File: config.mk
export PLATFORM = sky130hd
export DESIGN_NAME = serial_line_editor_tokenizer_core
export DESIGN_NICKNAME = d
export VERILOG_FILES = /design/src/hw/rtl/slet_pkg.sv /design/src/hw/rtl/serial_line_editor_tokenizer_core.sv /design/src/hw/rtl/slet_ram.sv
export VERILOG_INCLUDE_DIRS = /design/src /design/src/hw/rtl
export SDC_FILE = /design/constraint.sdc
export NUM_CORES = 1
export LEC_CHECK = 0
export BUFFER_PORTS_ARGS = -buffer_cell sky130_fd_sc_hd__buf_2
export CAP_MARGIN = 20
export CORE_ASPECT_RATIO = 0.9
export CORE_MARGIN = 2
export CORE_UTILIZATION = 35
export CTS_CLUSTER_SIZE = 16
export DETAILED_ROUTE_END_ITERATION = 10
export GPL_TIMING_DRIVEN = 0
export HOLD_SLACK_MARGIN = 0.1
export PLACE_DENSITY_LB_ADDON = 0.08
export SYNTH_ARGS = -nofsm -noshare
export SYNTH_HDL_FRONTEND = slang
export SYNTH_SLANG_ARGS = --single-unit
File: constraint.sdc
create_clock -name clk -period 7.65 [get_ports clk]
set_input_delay 1.1475 -clock clk [delete_from_list [all_inputs] [get_ports clk]]
set_output_delay 1.1475 -clock clk [all_outputs]
set_load 0.02 [all_outputs]
File: src/hw/rtl/serial_line_editor_tokenizer_core_macros.svh
// assertion macros shared by the line editor rtl
// no dependencies; each user must have clk and rst_n in scope
`ifndef SERIAL_LINE_EDITOR_TOKENIZER_CORE_MACROS_SVH
`define SERIAL_LINE_EDITOR_TOKENIZER_CORE_MACROS_SVH

// property that must hold at every clock edge out of reset
`define SLET_ASSERT_ALWAYS(lbl, prop, msg) \
    lbl: assert property (@(posedge clk) disable iff (!rst_n) (prop)) else $error(msg);

// implication checked in the cycle after the antecedent
`define SLET_ASSERT_NEXT(lbl, ante, cons, msg) \
    lbl: assert property (@(posedge clk) disable iff (!rst_n) (ante) |=> (cons)) \
        else $error(msg);

// implication checked in the same cycle
`define SLET_ASSERT_SAME(lbl, ante, cons, msg) \
    lbl: assert property (@(posedge clk) disable iff (!rst_n) (ante) |-> (cons)) \
        else $error(msg);

`endif

File: src/hw/rtl/slet_pkg.sv
// shared types, character codes and defaults for the line editor / tokenizer
// no dependencies
package slet_pkg;

    localparam int LINE_CHARS_DEF = 32;
    localparam int MAX_TOKENS_DEF = 8;
    localparam int STORE_BITS     = 7;

    // terminal character codes
    localparam logic [7:0] CH_CR  = 8'd13;
    localparam logic [7:0] CH_LF  = 8'd10;
    localparam logic [7:0] CH_DEL = 8'd127;
    localparam logic [7:0] CH_BS  = 8'd8;
    localparam logic [7:0] CH_SP  = 8'd32;
    localparam logic [7:0] CH_TAB = 8'd9;

    // result kinds
    localparam logic [1:0] KIND_ECHO  = 2'd0;
    localparam logic [1:0] KIND_TOKEN = 2'd1;
    localparam logic [1:0] KIND_SUM   = 2'd2;

    typedef enum logic [2:0] {
        S_IDLE,
        S_ECHO,
        S_FETCH,
        S_DATA,
        S_LAST,
        S_SUM
    } state_t;

    typedef enum logic [1:0] {
        OP_CHAR,
        OP_ERASE,
        OP_EOL
    } op_t;

    function automatic logic is_sep(input logic [STORE_BITS-1:0] c);
        return (c == CH_SP[STORE_BITS-1:0]) || (c == CH_TAB[STORE_BITS-1:0]);
    endfunction

endpackage

File: src/hw/rtl/serial_line_editor_tokenizer_core.sv
// serial line editor with whitespace tokenizer, one terminal byte per input transfer
// the first result of a byte is loaded from the echo state into the output register; dropped bytes give none
// a line end holds the input through two echo slots, one store read and one decide step per
// stored character up to the token limit, a final token character slot if a token ends the line, a summary slot
// throughput: one byte at a time, in_ready only while idle; output stalls add cycles
// reset (async, active low) empties the line and the output register; store is not cleared
module serial_line_editor_tokenizer_core
    import slet_pkg::*;
#(
    parameter int LINE_CHARS = LINE_CHARS_DEF,
    parameter int MAX_TOKENS = MAX_TOKENS_DEF
) (
    input  logic       clk,
    input  logic       rst_n,
    input  logic       in_valid,
    output logic       in_ready,
    input  logic [7:0] rx_byte,
    output logic       out_valid,
    input  logic       out_ready,
    output logic [1:0] kind,
    output logic [7:0] byte_value,
    output logic [2:0] token_index,
    output logic       token_end,
    output logic [3:0] token_count,
    output logic [5:0] line_length,
    output logic       last
);

    `include "serial_line_editor_tokenizer_core_macros.svh"

    localparam int CW = $clog2(LINE_CHARS + 1);
    localparam int AW = (LINE_CHARS > 1) ? $clog2(LINE_CHARS) : 1;
    localparam int TW = $clog2(MAX_TOKENS + 1);

    // sequencer and datapath registers
    state_t                state_reg, state_next;
    op_t                   op_reg, op_next;
    logic [1:0]            step_reg, step_next;
    logic [7:0]            char_reg, char_next;
    logic [CW-1:0]         count_reg, count_next;
    logic [CW-1:0]         ptr_reg, ptr_next;
    logic [TW-1:0]         tok_reg, tok_next;
    logic                  have_cur_reg, have_cur_next;
    logic [STORE_BITS-1:0] cur_reg, cur_next;

    // output register
    logic       out_valid_reg;
    logic [1:0] kind_reg;
    logic [7:0] byte_reg;
    logic [2:0] index_reg;
    logic       end_reg;
    logic [3:0] tcount_reg;
    logic [5:0] length_reg;
    logic       last_reg;

    // one result load per cycle
    logic       emit;
    logic [1:0] emit_kind;
    logic [7:0] emit_byte;
    logic [2:0] emit_index;
    logic       emit_end;
    logic [3:0] emit_tcount;
    logic [5:0] emit_length;
    logic       emit_last;

    // line store port
    logic                  ram_we;
    logic [STORE_BITS-1:0] ram_rdata;

    logic in_fire;
    logic slot_free;
    logic is_eol, is_erase, is_print;
    logic room, nonempty;
    logic [CW-1:0] ptr_inc;
    logic at_end;
    logic rd_sep;
    logic tok_full;

    assign in_ready  = (state_reg == S_IDLE);
    assign in_fire   = in_valid && in_ready;
    // output register is free or being drained this cycle
    assign slot_free = !out_valid_reg || out_ready;

    assign is_eol   = (rx_byte == CH_CR) || (rx_byte == CH_LF);
    assign is_erase = (rx_byte == CH_DEL) || (rx_byte == CH_BS);
    assign is_print = (rx_byte >= CH_SP) && (rx_byte < CH_DEL);
    assign room     = (count_reg < CW'(LINE_CHARS));
    assign nonempty = (count_reg != '0);

    // walk pointer into the line, read data belongs to ptr_reg in S_DATA
    assign ptr_inc  = ptr_reg + 1'b1;
    assign at_end   = (ptr_inc >= count_reg);
    assign rd_sep   = is_sep(ram_rdata);
    assign tok_full = (tok_reg >= TW'(MAX_TOKENS));

    slet_ram #(
        .WIDTH (STORE_BITS),
        .DEPTH (LINE_CHARS)
    ) u_line_store (
        .clk   (clk),
        .we    (ram_we),
        .waddr (count_reg[AW-1:0]),
        .wdata (rx_byte[STORE_BITS-1:0]),
        .raddr (ptr_reg[AW-1:0]),
        .rdata (ram_rdata)
    );

    // next state
    always_comb
    begin
        state_next = state_reg;
        unique case (state_reg)
            S_IDLE:
            begin
                if (in_fire && (is_eol || (is_erase && nonempty) || (is_print && room)))
                begin
                    state_next = S_ECHO;
                end
            end
            S_ECHO:
            begin
                if (slot_free)
                begin
                    priority if (op_reg == OP_EOL && step_reg == 2'd1)
                    begin
                        state_next = nonempty ? S_FETCH : S_SUM;
                    end
                    else if (op_reg == OP_CHAR || (op_reg == OP_ERASE && step_reg == 2'd2))
                    begin
                        state_next = S_IDLE;
                    end
                    else
                    begin
                        state_next = S_ECHO;
                    end
                end
            end
            S_FETCH:
            begin
                state_next = S_DATA;
            end
            S_DATA:
            begin
                priority if (!have_cur_reg)
                begin
                    // scanning for a token start
                    priority if (rd_sep)
                    begin
                        state_next = at_end ? S_SUM : S_FETCH;
                    end
                    else if (tok_full)
                    begin
                        state_next = S_SUM;
                    end
                    else
                    begin
                        state_next = at_end ? S_LAST : S_FETCH;
                    end
                end
                else if (slot_free)
                begin
                    // pending character goes out, lookahead decides its end mark
                    priority if (rd_sep)
                    begin
                        state_next = at_end ? S_SUM : S_FETCH;
                    end
                    else
                    begin
                        state_next = at_end ? S_LAST : S_FETCH;
                    end
                end
                else
                begin
                    // pending character waits for the output register
                    state_next = S_DATA;
                end
            end
            S_LAST:
            begin
                if (slot_free)
                begin
                    state_next = S_SUM;
                end
            end
            S_SUM:
            begin
                if (slot_free)
                begin
                    state_next = S_IDLE;
                end
            end
            default:
            begin
                state_next = S_IDLE;
            end
        endcase
    end

    // outputs and datapath
    always_comb
    begin
        op_next       = op_reg;
        step_next     = step_reg;
        char_next     = char_reg;
        count_next    = count_reg;
        ptr_next      = ptr_reg;
        tok_next      = tok_reg;
        have_cur_next = have_cur_reg;
        cur_next      = cur_reg;
        ram_we        = 1'b0;
        emit          = 1'b0;
        emit_kind     = KIND_ECHO;
        emit_byte     = '0;
        emit_index    = '0;
        emit_end      = 1'b0;
        emit_tcount   = '0;
        emit_length   = '0;
        emit_last     = 1'b0;

        unique case (state_reg)
            S_IDLE:
            begin
                if (in_fire)
                begin
                    char_next = rx_byte;
                    step_next = 2'd0;
                    priority if (is_eol)
                    begin
                        op_next = OP_EOL;
                    end
                    else if (is_erase)
                    begin
                        op_next = OP_ERASE;
                        if (nonempty)
                        begin
                            count_next = count_reg - 1'b1;
                        end
                    end
                    else
                    begin
                        op_next = OP_CHAR;
                        if (is_print && room)
                        begin
                            ram_we     = 1'b1;
                            count_next = count_reg + 1'b1;
                        end
                    end
                end
            end
            S_ECHO:
            begin
                if (slot_free)
                begin
                    emit      = 1'b1;
                    step_next = step_reg + 2'd1;
                    unique case (op_reg)
                        OP_CHAR:
                        begin
                            emit_byte = char_reg;
                            emit_last = 1'b1;
                        end
                        OP_ERASE:
                        begin
                            // backspace, space, backspace
                            emit_byte = (step_reg == 2'd1) ? CH_SP : CH_BS;
                            emit_last = (step_reg == 2'd2);
                        end
                        OP_EOL:
                        begin
                            emit_byte = (step_reg == 2'd0) ? CH_CR : CH_LF;
                            if (step_reg == 2'd1)
                            begin
                                ptr_next      = '0;
                                tok_next      = '0;
                                have_cur_next = 1'b0;
                            end
                        end
                        default:
                        begin
                            emit_byte = char_reg;
                        end
                    endcase
                end
            end
            S_FETCH:
            begin
                // store read of ptr_reg is in flight
            end
            S_DATA:
            begin
                if (!have_cur_reg)
                begin
                    if (rd_sep)
                    begin
                        ptr_next = ptr_inc;
                    end
                    else if (!tok_full)
                    begin
                        cur_next      = ram_rdata;
                        have_cur_next = 1'b1;
                        ptr_next      = ptr_inc;
                    end
                end
                else if (slot_free)
                begin
                    emit       = 1'b1;
                    emit_kind  = KIND_TOKEN;
                    emit_byte  = {1'b0, cur_reg};
                    emit_index = 3'(tok_reg);
                    emit_end   = rd_sep;
                    ptr_next   = ptr_inc;
                    if (rd_sep)
                    begin
                        tok_next      = tok_reg + 1'b1;
                        have_cur_next = 1'b0;
                    end
                    else
                    begin
                        cur_next = ram_rdata;
                    end
                end
            end
            S_LAST:
            begin
                // final token runs to the end of the line
                if (slot_free)
                begin
                    emit          = 1'b1;
                    emit_kind     = KIND_TOKEN;
                    emit_byte     = {1'b0, cur_reg};
                    emit_index    = 3'(tok_reg);
                    emit_end      = 1'b1;
                    tok_next      = tok_reg + 1'b1;
                    have_cur_next = 1'b0;
                end
            end
            S_SUM:
            begin
                if (slot_free)
                begin
                    emit        = 1'b1;
                    emit_kind   = KIND_SUM;
                    emit_tcount = 4'(tok_reg);
                    emit_length = 6'(count_reg);
                    emit_last   = 1'b1;
                    count_next  = '0;
                end
            end
            default:
            begin
            end
        endcase
    end

    always_ff @(posedge clk or negedge rst_n)
    begin
        if (!rst_n)
        begin
            state_reg     <= S_IDLE;
            count_reg     <= '0;
            tok_reg       <= '0;
            have_cur_reg  <= 1'b0;
            out_valid_reg <= 1'b0;
        end
        else
        begin
            state_reg    <= state_next;
            count_reg    <= count_next;
            tok_reg      <= tok_next;
            have_cur_reg <= have_cur_next;
            if (emit)
            begin
                out_valid_reg <= 1'b1;
            end
            else if (out_ready)
            begin
                out_valid_reg <= 1'b0;
            end
        end
    end

    // payload registers, no reset needed
    always_ff @(posedge clk)
    begin
        op_reg   <= op_next;
        step_reg <= step_next;
        char_reg <= char_next;
        ptr_reg  <= ptr_next;
        cur_reg  <= cur_next;
        if (emit)
        begin
            kind_reg   <= emit_kind;
            byte_reg   <= emit_byte;
            index_reg  <= emit_index;
            end_reg    <= emit_end;
            tcount_reg <= emit_tcount;
            length_reg <= emit_length;
            last_reg   <= emit_last;
        end
    end

    assign out_valid   = out_valid_reg;
    assign kind        = kind_reg;
    assign byte_value  = byte_reg;
    assign token_index = index_reg;
    assign token_end   = end_reg;
    assign token_count = tcount_reg;
    assign line_length = length_reg;
    assign last        = last_reg;

    // line never holds more than its capacity
    `SLET_ASSERT_ALWAYS(a_count_bound, count_reg <= CW'(LINE_CHARS), "line count over capacity")
    // token counter stops at the token limit
    `SLET_ASSERT_ALWAYS(a_tok_bound, tok_reg <= TW'(MAX_TOKENS), "token count over limit")
    // a stored printable byte grows the line by exactly one
    `SLET_ASSERT_NEXT(a_store_grow, in_fire && is_print && room, count_reg == $past(count_reg) + 1'b1, "printable byte not stored")
    // no result is loaded while the block waits for a new byte
    `SLET_ASSERT_SAME(a_idle_quiet, state_reg == S_IDLE, !emit, "result produced while idle")
    // a summary always closes the group of results of its byte
    `SLET_ASSERT_SAME(a_sum_last, out_valid && kind == KIND_SUM, last, "summary without last mark")

endmodule

File: src/hw/rtl/slet_ram.sv
// generic single-port-write, single-port-read ram with registered read data
// no dependencies
module slet_ram #(
    parameter int WIDTH = 8,
    parameter int DEPTH = 32,
    localparam int AW   = (DEPTH > 1) ? $clog2(DEPTH) : 1
) (
    input  logic             clk,
    input  logic             we,
    input  logic [AW-1:0]    waddr,
    input  logic [WIDTH-1:0] wdata,
    input  logic [AW-1:0]    raddr,
    output logic [WIDTH-1:0] rdata
);

    logic [WIDTH-1:0] mem [DEPTH];
    logic [WIDTH-1:0] rdata_reg;

    always_ff @(posedge clk)
    begin
        if (we)
        begin
            mem[waddr] <= wdata;
        end
        rdata_reg <= mem[raddr];
    end

    assign rdata = rdata_reg;

endmodule

# After elaboration in Yosys (flattened, before gate mapping)
# Memory sizes are Yosys's and may differ from the RTL's. A register that Yosys moved wholly into a read port is not among the register bits.
# Cells that the tools add are included.
# Widths: inputs -> output; s select.
dict set report classes {
  bitwise 0
  shift 0
  div 0
  mul 0
  n_eq_ne 34
  magnitude_cmp 5
  mux 89
  n_addsub 5
  reduce_logical 34
}
# operator count
set op_table {}
lappend op_table {{$mux 6} 14}
lappend op_table {{$mux 7} 7}
lappend op_table {{$mux 3} 16}
lappend op_table {{$mux 4} 7}
lappend op_table {{$mux 1} 27}
lappend op_table {{$eq 8x4->1 const B} 3}
lappend op_table {{$ne 2x2->1 const B} 12}
lappend op_table {{$pmux 6 s2} 2}
lappend op_table {{$pmux 8 s3} 1}
lappend op_table {{$pmux 3 s6} 1}
lappend op_table {{$pmux 8 s2} 1}
lappend op_table {{$add 6x1->6 const B} 2}
lappend op_table {{$pmux 4 s3} 1}
lappend op_table {{$reduce_and 6->1} 2}
lappend op_table {{$reduce_and 5->1} 2}
lappend op_table {{$eq 8x7->1 const B} 1}
lappend op_table {{$ge 8x6->1 const B} 1}
lappend op_table {{$lt 8x7->1 const B} 1}
lappend op_table {{$mux 8} 1}
lappend op_table {{$pmux 1 s2} 4}
lappend op_table {{$reduce_and 8->1} 1}
lappend op_table {{$reduce_bool 2->1} 4}
lappend op_table {{$eq 7x4->1 const B} 1}
lappend op_table {{$eq 7x6->1 const B} 1}
lappend op_table {{32 further kinds} 54}
dict set report totals {
  mem_bits_rw 224
  latchBits 0
  mem_bits_ro 0
  elab_cells 185
  regBits 65
  n_memories 1
}
# memory words width read_ports rd_ports_with_merged_regs write_ports line
set memory_table {}
lappend memory_table {u_line_store.mem 32 7 1 1 1 slet_ram.sv:16} ;# logic [WIDTH-1:0] mem [DEPTH];

# Logic depth before layout (Yosys ltp)
dict set report logic_depth {
  word_depth 10
  depth_mapped 12
}

# By module
# A second synthesis with hierarchy kept.
dict set report hier_totals {
  cells_unflattened 667
  area_unflattened_um2 12175.4
}
# module instances area_each_um2 cells_per_inst
set by_module_without_submodules {}
lappend by_module_without_submodules {slet_ram 1 8833.5 370}
lappend by_module_without_submodules {serial_line_editor_tokenizer_core 1 3342.0 297}

# Worst setup path before layout
# Ideal clock, no wire load.
dict set report synth_timing {
  path_kind {in2reg}
  start {in in_valid}
  end {mem u_line_store.mem[29][0] (netlist bit) (enable)}
  t_required_ns 7.290
  arrival_time_ns 3.621
  path_buffers 0
  path_slack_ns 3.669
  path_stages 5
  path_cell_list {nor4b_1 > nand2b_1 > nor3_2 > nand3_1 > nor2_1}
}
dict set report synth_via {
  elab_chain_cells 5
}
# item line
set synth_rtl {}
lappend synth_rtl {{from (decl)} serial_line_editor_tokenizer_core.sv:15} ;# input logic in_valid,
lappend synth_rtl {{$logic_and 1x1->1} serial_line_editor_tokenizer_core.sv:80} ;# assign in_fire = in_valid && in_ready;
lappend synth_rtl {{$mux 1} serial_line_editor_tokenizer_core.sv:223} ;# if (in_fire)
lappend synth_rtl {{$mux 1} serial_line_editor_tokenizer_core.sv:220} ;# unique case (state_reg)
lappend synth_rtl {{$mux 1} slet_ram.sv:21} ;# if (we)
lappend synth_rtl {{$mux 1 (not written as such)} slet_ram.sv:23} ;# mem[waddr] <= wdata;
lappend synth_rtl {{to (decl)} slet_ram.sv:16}
# No other way between the ends.

# Worst setup path in the final report
dict set report layout_timing {
  start {in rx_byte[3]}
  end {reg count_reg[5]}
}
dict set report layout_via {
  elab_chain_cells 6
  elab_cells_between_ends 18
}
# item line
set layout_rtl {}
lappend layout_rtl {{from (decl)} serial_line_editor_tokenizer_core.sv:17} ;# input logic [7:0] rx_byte,
lappend layout_rtl {{$eq 8x7->1 or $eq 8x4->1 (tied branches)} serial_line_editor_tokenizer_core.sv:85} ;# assign is_erase = (rx_byte == CH_DEL) || (rx_byte == CH_BS);
lappend layout_rtl {{$logic_or 1x1->1 (*)} serial_line_editor_tokenizer_core.sv:85}
lappend layout_rtl {{net is_erase} serial_line_editor_tokenizer_core.sv:72} ;# logic is_eol, is_erase, is_print;
lappend layout_rtl {{$mux 6} serial_line_editor_tokenizer_core.sv:231} ;# else if (is_erase)
lappend layout_rtl {{$mux 6} serial_line_editor_tokenizer_core.sv:227} ;# priority if (is_eol)
lappend layout_rtl {{$mux 6} serial_line_editor_tokenizer_core.sv:223}
lappend layout_rtl {{$pmux 6 s2} serial_line_editor_tokenizer_core.sv:220}
lappend layout_rtl {{to (signal assigned)} serial_line_editor_tokenizer_core.sv:368} ;# count_reg <= count_next;
lappend layout_rtl {{to (decl)} serial_line_editor_tokenizer_core.sv:40} ;# logic [CW-1:0] count_reg, count_next;
# The timed path passes the listed nets; every way through them passes the cells marked *. The select of a mux whose other input is x is not followed.
# A chain may end at the register's enable or synchronous reset.

==> results.toml <==
[status]
run_status = "finished clean"

[synth]
ys_types = 60
synthCells = 676
yosys-top-cells-area = "edfxtp_1 67%, mux4_2 9.7%, mux4_1 3.6%"
synthSimpleGateAreaFrac = 0.0597
async_reset_ff_frac = 0.0507
yosysSeqAreaShare = 0.711
syn_area_um2 = 12300
synth_compound_area_frac = 0.0354
synthAdderAreaFrac = 0.0210
avgSynthCellArea_um2 = 18.2
ys_dominant_reg_cell = "edfxtp_1"
synthDominantCellAreaShare = 0.669
synth_top_area_cell = "edfxtp_1"
synth_top_family_by_area = "multiplexers"
synth_nets = 708
yosys_register_bits = 296
synthXorXnorAreaFrac = 0.00641
synth.area.mux_share = 0.143
ys.warnings.count = 0
synth-edff-count = 274

[setup_path]
startpoint_type = "primary input"
cp_num_buf_inv = 2
cp_max_fo = 35
crit_type = "primary input to register"
critical_path_depth = 12
cp_data_arrival_time_ns = 4.37
crit_chain = "buf_2, or4b_1, nor3_1, nor2_1, inv_1, ha_1, a211oi_1, o21bai_1, a21oi_1, xnor2_1, mux2i_1, o31ai_1"
r2r_cells = 6
slowest_stage = "buf_2"
slowest_delay_ns = 0.62
end_kind = "register"
required_ns = 8.03
critPathTopFamily = "simple AND/OR/NAND/NOR gates"

[sta]
finalSetupViolCount = 0
finalSetupTns_ns = 0
period_minus_slack_ns = 4.00
worstMarginPinSlew_ns = 0.980
rsz0062_at_grt = "no"
drv_slew = 0
slew_headroom = 0.340
fin_ws_ns = 3.65
hold_viol = 0
max_freq_mhz = 250
skew_ns = 0.0245
period_share = 0.522

[placement]
gp_congestion = 0.842
dpl_worst_slack_ns = 3.19
io_buffers = 38
place_area_um2 = 13100
dp_hpwl_um = 19100
dp_cells = 1185

[grt]
grt_pass1_wl_um = 43100
overflow = 0
grt_pass1_vias = 6575
track_usage = 0.160
antenna_found_initial = 2
grt_max_degree = 38

[cts]
cts_hold_buffers = 0
postCtsSetupRepairBufs = 0
cts_resized = 0
cts_root_buf = "clkbuf_16"
cts_sinks = 296
cts_tree = "built"
cts.path.max_buffers = 3
clkTransAtPathRegs_ns = 0.06
clk_latency_ns = 0.51
numCtsBuffers = 34
htreeDepth = 2

[routing]
ant_nets = 0
routed_wl_um = 28900
drtPass1Iterations = 5
vias = 6356
via_per_inst = 5.11
drt-wirelength-per-cell_um = 23.2
drt_iter0_markers = 486
drcViolationCount = 0

[power_and_ir_drop]
p_clk_frac = 0.377
powerDensity_nw_per_um2 = 287
cellLeakagePower_nw = 4.87
p_int_w = 0.00298
switching_share = 0.267
power.switching_w = 0.00108
comb_power_share = 0.147
ir_drop_v = 0.000128
pwr-share-seq = 0.476

[layout]
nNetsFinal = 784
fill_cells = 3191
diodes = 0
final_cells = 1243
final_cell_mix = "274 x edfxtp_1, 60 x nor2_1, 53 x mux4_2, 44 x buf_2, 40 x nand2_1"
final_common_cell = "edfxtp_1"
drive_gt1_frac = 0.224
area_growth_pct = 15.1
largest_reg_flops = 224
finalInstanceArea_um2 = 14200

[floorplan]
die_area_um2 = 36600
initial_core_util = 0.353
fp.dieW_um = 202
num_rows = 65
num_io_pins = 39
core_area_um2 = 34800
die_y_um = 182

[job]
drv_cap = 0

[hold_path]
whs_path_depth = 0
hp-class = "register to register"
==> area by class of cell <==
cell class	instances	area (µm²)	area share
tap	469	587	0.0415
clock buffer	42	901	0.0637
clock inverter	16	146	0.0103
buffer	28	208	0.0147
multi-input combinational	332	3270	0.231
sequential	296	8740	0.618
inverter	20	75.1	0.00531
timing repair buffer	40	216	0.0153
==> cells in the mapped netlist, types with 2 or more instances <==
cell type,count
buf_6,4
a211oi_1,7
mux4_1,17
nand4_1,2
inv_1,20
and3_1,6
nor2_1,60
buf_12,2
edfxtp_1,274
o21ai_0,14
o31ai_1,4
buf_4,3
nand2b_1,5
nand2_1,40
o211ai_1,2
xnor2_1,6
o21bai_1,2
nor3_1,6
a21oi_1,16
ha_1,19
dfxtp_1,7
nor3b_1,3
o21a_1,2
mux2i_1,4
and2_1,6
clkbuf_1,11
mux4_2,53
buf_2,6
nand3_1,7
a22o_1,2
mux2_2,7
a22oi_1,3
a21o_1,5
nor3_2,2
o21ai_1,2
xor2_1,3
or3_1,2
o22ai_1,3
nor2b_1,4
dfrtp_1,15
==> routing by layer <==
layer / share of wire / track usage / up-vias
met5: 0 / 0 / -
met2: 0.46 / 0.249 / 179
met3: 0.044 / 0.0253 / 45
met4: 0.024 / 0.0485 / 0
met1: 0.47 / 0.233 / 3284
li1: - / - / 2848
==> final timing paths <==
path                                                     from                                to  slack, ns
worst max-delay path                               rx_byte[3]          count_reg[5]$_DFFE_PN0P_       3.65
worst min-delay path            u_line_store.rdata[4]$_DFF_P_              cur_reg[4]$_DFFE_PP_       0.44
worst max register to register       state_reg[1]$_DFFE_PN0P_  u_line_store.mem[8][4]$_DFFE_PP_       3.93
worst min register to register  u_line_store.rdata[4]$_DFF_P_              cur_reg[4]$_DFFE_PP_       0.44
max in group asynchronous                               rst_n          count_reg[5]$_DFFE_PN0P_       6.80
min in group asynchronous                               rst_n            tok_reg[2]$_DFFE_PN0P_       0.56
==> cell families after synthesis <==
kind of cell | count (synthesis)
flops | 296
simple gates | 154
mux | 81
compound gates | 68
buf+inv | 48
fa+ha+maj | 20
xor+xnor | 9
==> per-stage QoR <==
stage	power, W	hold WS, ns	utilization
after global routing	0.00423	0.452	0.407
after detailed placement	0.00257	0.432	0.376
after CTS	0.00410	0.442	0.407
final	0.00406	0.436	0.407
after floorplan	0.00233	0.409	-
after global placement	0.00255	0.429	0.375
==> power groups by stage <==
stage               sequential (W)  clock (W)  combinational [W]
floorplan                  0.00200          0           0.000331
global placement           0.00197          0           0.000582
detailed placement         0.00197          0           0.000603
CTS                        0.00193    0.00157           0.000605
global route               0.00194    0.00163           0.000652
finish                     0.00193    0.00153           0.000598
(Power assumes the default switching activity.)
